**config.mk**
```make
export PLATFORM = sky130hd
export DESIGN_NAME = abm_queue
export DESIGN_NICKNAME = d
export VERILOG_FILES = /design/src/hw/rtl/abm_pkg.sv /design/src/hw/rtl/abm_queue.sv
export SDC_FILE = /design/constraint.sdc
export NUM_CORES = 1
export LEC_CHECK = 0
export ABC_AREA = 1
export BUFFER_PORTS_ARGS = -buffer_cell sky130_fd_sc_hd__buf_2
export CAP_MARGIN = 0
export CORE_ASPECT_RATIO = 0.75
export CORE_UTILIZATION = 30
export DETAILED_ROUTE_END_ITERATION = 8
export PLACE_DENSITY_LB_ADDON = 0.1
export REMOVE_ABC_BUFFERS = 1
export SLEW_MARGIN = 15
export SYNTH_ARGS = -nofsm -noshare
export SYNTH_HDL_FRONTEND = slang
export SYNTH_SLANG_ARGS = --single-unit
```
**constraint.sdc**
```tcl
create_clock -name clk -period 2.09 [get_ports clk]
set_input_delay 0.3135 -clock clk [delete_from_list [all_inputs] [get_ports clk]]
set_output_delay 0.3135 -clock clk [all_outputs]
set_load 0.03 [all_outputs]
```
**src/hw/rtl/abm_pkg.sv**
```systemverilog
// abm_pkg: shared types, constants and helpers for the adjacency bit matrix block
// no dependencies; compiled before every other file of the block
`default_nettype none

package abm_pkg;

  // matrix geometry
  localparam int MAX_NODES = 64;
  localparam int ROW_AW    = $clog2(MAX_NODES);

  // field widths fixed by the item layout
  localparam int FUNC_W = 3;
  localparam int NODE_W = 6;
  localparam int CNT_W  = 7;

  // command queue between front and back
  localparam int QUEUE_DEPTH = 2;
  localparam int QPTR_W      = (QUEUE_DEPTH > 1) ? $clog2(QUEUE_DEPTH) : 1;
  localparam int QCNT_W      = $clog2(QUEUE_DEPTH + 1);

  // configuration port
  localparam int APB_AW = 3;
  localparam int APB_DW = 32;
  localparam logic [APB_AW-3:0] REG_NODE_COUNT = '0;
  localparam logic [CNT_W-1:0]  NODE_COUNT_RST = CNT_W'(MAX_NODES);

  // operation codes of the func field
  localparam logic [FUNC_W-1:0] FN_INIT   = 3'd0;
  localparam logic [FUNC_W-1:0] FN_DELETE = 3'd1;
  localparam logic [FUNC_W-1:0] FN_LIST   = 3'd2;
  localparam logic [FUNC_W-1:0] FN_LOWER  = 3'd3;
  localparam logic [FUNC_W-1:0] FN_COUNT  = 3'd4;

  // classified command kinds
  typedef enum logic [2:0] {
    K_INIT,
    K_DELETE,
    K_LIST,
    K_LOWER,
    K_COUNT,
    K_BAD
  } cmd_kind_t;

  typedef struct packed {
    cmd_kind_t         kind;
    logic [NODE_W-1:0] node_a;
    logic [NODE_W-1:0] node_b;
    logic              skip;
    logic [CNT_W-1:0]  lim;
  } cmd_t;

  typedef struct packed {
    logic [NODE_W-1:0] node;
    logic [NODE_W-1:0] count;
    logic              empty_res;
    logic              bad_index;
    logic              last;
  } result_t;

  typedef struct packed {
    logic              psel;
    logic              penable;
    logic              pwrite;
    logic [APB_AW-1:0] paddr;
    logic [APB_DW-1:0] pwdata;
  } apb_req_t;

  // back end sequencer
  typedef enum logic [2:0] {
    BS_IDLE,
    BS_DEL_A,
    BS_DEL_B,
    BS_LOAD,
    BS_SCAN
  } back_state_t;

  // row of the complete graph: all ones but the diagonal
  function automatic logic [MAX_NODES-1:0] reset_row(input logic [ROW_AW-1:0] r);
    logic [MAX_NODES-1:0] row;
    row    = '1;
    row[r] = 1'b0;
    return row;
  endfunction

  // single bit mask for one node
  function automatic logic [MAX_NODES-1:0] node_bit(input logic [ROW_AW-1:0] r);
    logic [MAX_NODES-1:0] m;
    m    = '0;
    m[r] = 1'b1;
    return m;
  endfunction

endpackage

`default_nettype wire

```
**src/hw/rtl/abm_queue.sv**
```systemverilog
// abm_queue: short command queue decoupling intake from execution
// depends on abm_pkg
`default_nettype none

module abm_queue import abm_pkg::*; (
  input  logic clk,
  input  logic rst_n,
  input  cmd_t push_cmd,
  input  logic push,
  output logic full,
  output cmd_t head,
  output logic head_valid,
  input  logic pop
);

  cmd_t              slot_r [QUEUE_DEPTH];
  logic [QPTR_W-1:0] wr_ptr_r;
  logic [QPTR_W-1:0] rd_ptr_r;
  logic [QCNT_W-1:0] fill_r;
  logic              do_push;
  logic              do_pop;

  assign full       = (fill_r == QCNT_W'(QUEUE_DEPTH));
  assign head_valid = (fill_r != '0);
  assign head       = slot_r[rd_ptr_r];
  assign do_push    = push && !full;
  assign do_pop     = pop && head_valid;

  // storage
  always_ff @(posedge clk) begin
    if (do_push) begin
      slot_r[wr_ptr_r] <= push_cmd;
    end
  end

  // pointers and fill level
  always_ff @(posedge clk) begin
    if (!rst_n) begin
      wr_ptr_r <= '0;
      rd_ptr_r <= '0;
      fill_r   <= '0;
    end else begin
      if (do_push) begin
        wr_ptr_r <= (wr_ptr_r == QPTR_W'(QUEUE_DEPTH - 1)) ? '0 : wr_ptr_r + 1'b1;
      end
      if (do_pop) begin
        rd_ptr_r <= (rd_ptr_r == QPTR_W'(QUEUE_DEPTH - 1)) ? '0 : rd_ptr_r + 1'b1;
      end
      if (do_push && !do_pop) begin
        fill_r <= fill_r + 1'b1;
      end else if (do_pop && !do_push) begin
        fill_r <= fill_r - 1'b1;
      end
    end
  end

endmodule

`default_nettype wire

```
# Word level (Yosys, flattened, before mapping)
# Memory sizes are Yosys's and may differ from the RTL's. A register that Yosys moved wholly into a read port is not among the register bits.
# Cells that the tools add are included.
dict set report classes {
  addsub 4
  eq_ne 1
  mux 8
  reduce_logical 9
}
# cell n
set ops {}
lappend ops {{2-to-1 mux 1 bit} 6}
lappend ops {{logical AND 1 bit} 4}
lappend ops {{2-to-1 mux 2 bit} 2}
lappend ops {{nonzero test 2 bit} 2}
lappend ops {{zero test 1 bit} 3}
lappend ops {{adder 1 bit (second input constant)} 2}
lappend ops {{adder 2 x 1 -> 2 bit (second input constant)} 1}
lappend ops {{equality test 2 bit (second input constant)} 1}
lappend ops {{subtractor 2 x 1 -> 2 bit (second input constant)} 1}
dict set report totals {
  reg_bits 4
  ram_bits 46
  inputBits 27
  output_inout_bits 25
  word_cells 26
  n_memories 1
}
# name depth word_bits rd rd_ports_with_merged_regs wr line_no
set memory_table {}
lappend memory_table {slot_r 2 23 1 1 1 abm_queue.sv:16} ;# cmd_t slot_r [QUEUE_DEPTH];

# Longest topological paths before layout
dict set report logic_depth {
  ltp_word 7
  depth_mapped 10
  mapped_depth_nobuf 10
}

# Least setup slack after synthesis
# No wires, ideal clock.
dict set report synth_timing {
  path_type {register to register}
  from {register fill_r[0]}
  to {memory slot_r[1][0] in the netlist's numbering, enable pin}
  setup_ps 403
  arrival_ps 1481
  required_ps 1687
  setup_slack_ps 206
  stages_incl_launch_ff 3
  n_path_buf 0
  synth_period_minus_slack_ps 1884
  cell_sequence {dfxtp_1 -> o21ai_2 -> nor2_1}
}
dict set report synth_via {
  elab_chain_cells 5
}
# element line_no
set synth_rtl {}
lappend synth_rtl {{start, declared} abm_queue.sv:19} ;# logic [QCNT_W-1:0] fill_r;
lappend synth_rtl {{start signal, assigned} abm_queue.sv:50} ;# fill_r <= fill_r + 1'b1;
lappend synth_rtl {{start signal, assigned} abm_queue.sv:52} ;# fill_r <= fill_r - 1'b1;
lappend synth_rtl {{equality test 2 bit} abm_queue.sv:23} ;# assign full = (fill_r == QCNT_W'(QUEUE_DEPTH));
lappend synth_rtl {{zero test 1 bit} abm_queue.sv:26} ;# assign do_push = push && !full;
lappend synth_rtl {{logical AND 1 bit} abm_queue.sv:26}
lappend synth_rtl {{2-to-1 mux 1 bit} abm_queue.sv:31} ;# if (do_push) begin
lappend synth_rtl {{2-to-1 mux 1 bit (not written as such)} abm_queue.sv:32} ;# slot_r[wr_ptr_r] <= push_cmd;
lappend synth_rtl {{end, declared} abm_queue.sv:16}
# No other way between the ends.

==> results by group <==
Worst setup path
  • R2r setup slk: about 530 ps
  • Critical path required time: between 1500 and 2000 ps
  • Critical R2R Launch: fill_r[1]
  • Setup crit end: head[0]
  • Kind of critical path: reg -> out
  • Crit path max fanout: 14
  • FF-to-FF End: fill_r[1]
  • CP startpoint kind: flop
  • Reg2reg path depth: 9
  • CP Capture Type: output pin
  • CP arrival: 1400 ps

Pwr
  • Flop pwr share: a little under half
  • Comb pwr share: 34.7%
  • Pwr/cell area: 1203 nW/um^2
  • Pleak: a little over 0.9 nW
  • VDD IR max: 0.3740 mV
  • Clock Power Share: a little under a fifth
  • Sw frac: 34.70%
  • Total chip power: between 0.002 and 0.003 W
  • Internal power: roughly 0.0019 W
  • Switching Power: 0.0009950 W

Clocking
  • Post-CTS Hold Fix Bufs: 0
  • Clock-pin slew on the worst setup and hold paths: about 80 ps
  • Post-CTS Setup Bufs: 0
  • Worst-Skew Late Latency: around 290 ps
  • Clock Root Buffer: clkbuf_8
  • CTS tree: yes
  • Post-CTS sizing: 0
  • Clk sink count: 51
  • Worst-case clock buffer depth: 2
  • Clock H-tree levels: 2
  • Num CTS Buffers: 5

Synth
  • Sequential-to-total area share from yosys stat: around 77%
  • Synth Area per Inst: 17.70 sq um
  • EDFF count, synth: 46
  • Ys async rst share: 0%
  • Top-count cell post-synth: edfxtp_1
  • Area leader, netlist: edfxtp_1
  • Top cells by count, synth: edfxtp_1, mux2_2, nor2_1
  • Synth top area share: approximately 72%
  • Synthesized area: approximately 1900 sq um
  • Cells taking the most area after synthesis: edfxtp_1, mux2_2, dfxtp_1
  • Synth Warn #: 0
  • Register bit total from synthesis: 51
  • Mapped Cells: 108
  • Distinct cells, synth: 16
  • Top FF cell, synth: edfxtp_1

Timing
  • Fmax: 0.5822 GHz
  • RSZ-0062 raised after global routing: no
  • Measured slew at the worst slew-check pin: 446.5 ps
  • Post-Route Setup TNS: 0 ps
  • Slew Limit Fails: 0
  • Number of setup violations in the final report: 0
  • Clock Skew: 3.957 ps
  • Post-route minimum period: 1718 ps
  • Rel. slew slack: 70.20%
  • Hold Fails Final Rpt: 0
  • Tcrit/Tclk final: between 80 and 90%

Routing
  • ANT nets after route: 0
  • Routed wire length: approximately 3500 microns
  • Avg Vias per Cell: 4.433
  • First-iteration detailed-routing DRC count: 35
  • Routed vias: around 1,100
  • # DRC: 0
  • DRT Pass-1 Iters: 3
  • WL/cell: 14.02 microns

Die
  • Site row count: 24
  • Core area: 5976 sq um
  • Die X: 94.18 microns
  • Die area: 6699 sq um
  • DIE HEIGHT: 71.14 microns
  • Initial Utilization: 31.99%
  • I/O pin total: 52

Place
  • # port buffers: between 50 and 60
  • DP HPWL: 2474 microns
  • Area after DPL: 2302 sq um
  • Placed cells: 239

Min path
  • Min-Delay Path Class: in -> reg

Cells and area
  • Cell area after layout: 2384 sq um
  • Final Non-Filler Cells: 247
  • Area Overhead vs Synth: 24.67%
  • Diodes inserted: 0
  • Share of layout cells above drive strength 1: between 50% and 60%
  • NumNets Final: between 150 and 200

Global route
  • Largest net degree at the start of global routing: 18
  • First-pass GRT wire length: approximately 5600 microns
  • Total Routing Usage GR: between 10% and 20%
  • Initial antenna violation count: 0
  • Grt met1 use: 12.32%
  • Met3 Use GR: under 10%
  • Most used routing layer: met2
  • Vias in the first global route: around 1,200
  • Gr ovfl total: 0
  • Met2 Usage GRT: 20.29%

Status
  • Status: complete, no violations

Job
  • Maxcap violations: 0
==> power groups by stage <==
| stage | registers, W | logic, W | clock network [W] |
|---|---|---|---|
| floorplan | 0.00139 | 0.000651 | 0 |
| global placement | 0.00136 | 0.000962 | 0 |
| detailed placement | 0.00137 | 0.00100 | 0 |
| CTS | 0.00134 | 0.00100 | 0.000550 |
| global route | 0.00136 | 0.00107 | 0.000583 |
| finish | 0.00134 | 0.000994 | 0.000529 |
==> cell usage in the layout (no fill, tap or decap) <==
cell | synthesis | layout
o21ai_0 | 2 | 2
nand4_1 | 1 | 1
buf_4 | 0 | 2
a21oi_1 | 1 | 1
nor2_2 | 0 | 2
mux2_4 | 1 | 1
o21ai_2 | 1 | 1
mux2_2 | 22 | 22
clkinv_2 | 0 | 1
o21a_1 | 1 | 1
buf_12 | 0 | 2
dfxtp_1 | 5 | 5
nand2_1 | 7 | 7
edfxtp_1 | 46 | 46
clkbuf_1 | 0 | 2
clkbuf_8 | 0 | 5
ha_1 | 1 | 1
nor2_1 | 9 | 7
inv_2 | 1 | 1
buf_2 | 0 | 51
nand3_1 | 1 | 1
inv_1 | 7 | 7
==> flip-flops by register name (all words and copies together), names as in the netlist, named ones only <==
signal    cells
slot_r       46
fill_r        2
rd_ptr_r      1
wr_ptr_r      1
==> how the worst min path moves through the flow <==
stage	start	endpoint	slack, ps	cells past startpoint
floorplan	push_cmd[0]	slot_r[0][0]	410	0
global placement	rd_ptr_r	rd_ptr_r	490	2
detailed placement	push_cmd[8]	slot_r[0][8]	510	1
CTS	push_cmd[8]	slot_r[0][8]	190	1
global route	push_cmd[10]	slot_r[1][10]	190	1
finish	push_cmd[15]	slot_r[1][15]	200	1
==> final cells by class <==
cell class / count / area [sq um]
Multi-Input combinational cell: 47 / 382.9
Clock inverter: 1 / 5.005
Tap cell: 78 / 97.59
Timing Repair Buffer: 55 / 310.3
Sequential cell: 51 / 1481
Clock buffer: 7 / 76.32
Inverter: 8 / 30.03
Fill cell: 557 / 3592
==> per-layer routing <==
metal / wire [microns] / share of wire [%]
met5: 0 / 0
met4: 94 / 2.7
met3: 188 / 5.4
met2: 1716 / 50
met1: 1463 / 42
==> worst max-delay path, cell delays in order (launching register included) <==
cell     delay [ps]
dfxtp_1         330
buf_4           230
mux2_2          370
buf_2           180
==> stage by stage <==
| step | setup WS, ps | hold WS, ps | utilization, % |
|---|---|---|---|
| finish | 372.4 | 202.3 | 39.89 |
| floorplan | 206.0 | 412.4 | - |
| detailed placement | 577.0 | 505.7 | 38.53 |
| CTS | 347.9 | 191.6 | 39.89 |
| global placement | 680.7 | 490.8 | 38.53 |
| global route | 305.7 | 188.5 | 39.89 |
==> cells by family (layout without fill, tap and decap cells) <==
family                   Yosys count  in the layout  synth area share [%]
flip-flops                        51             51                 77.49
multiplexers                      23             23                 13.74
AND/OR/NAND/NOR                   18             18                 3.730
buffers and inverters             10             71                 2.749
AO/OA/AOI/OAI                      5              5                 1.636
adder cells (fa/ha/maj)            1              1                0.6543
Note: power is estimated with default switching activity, not from simulation.
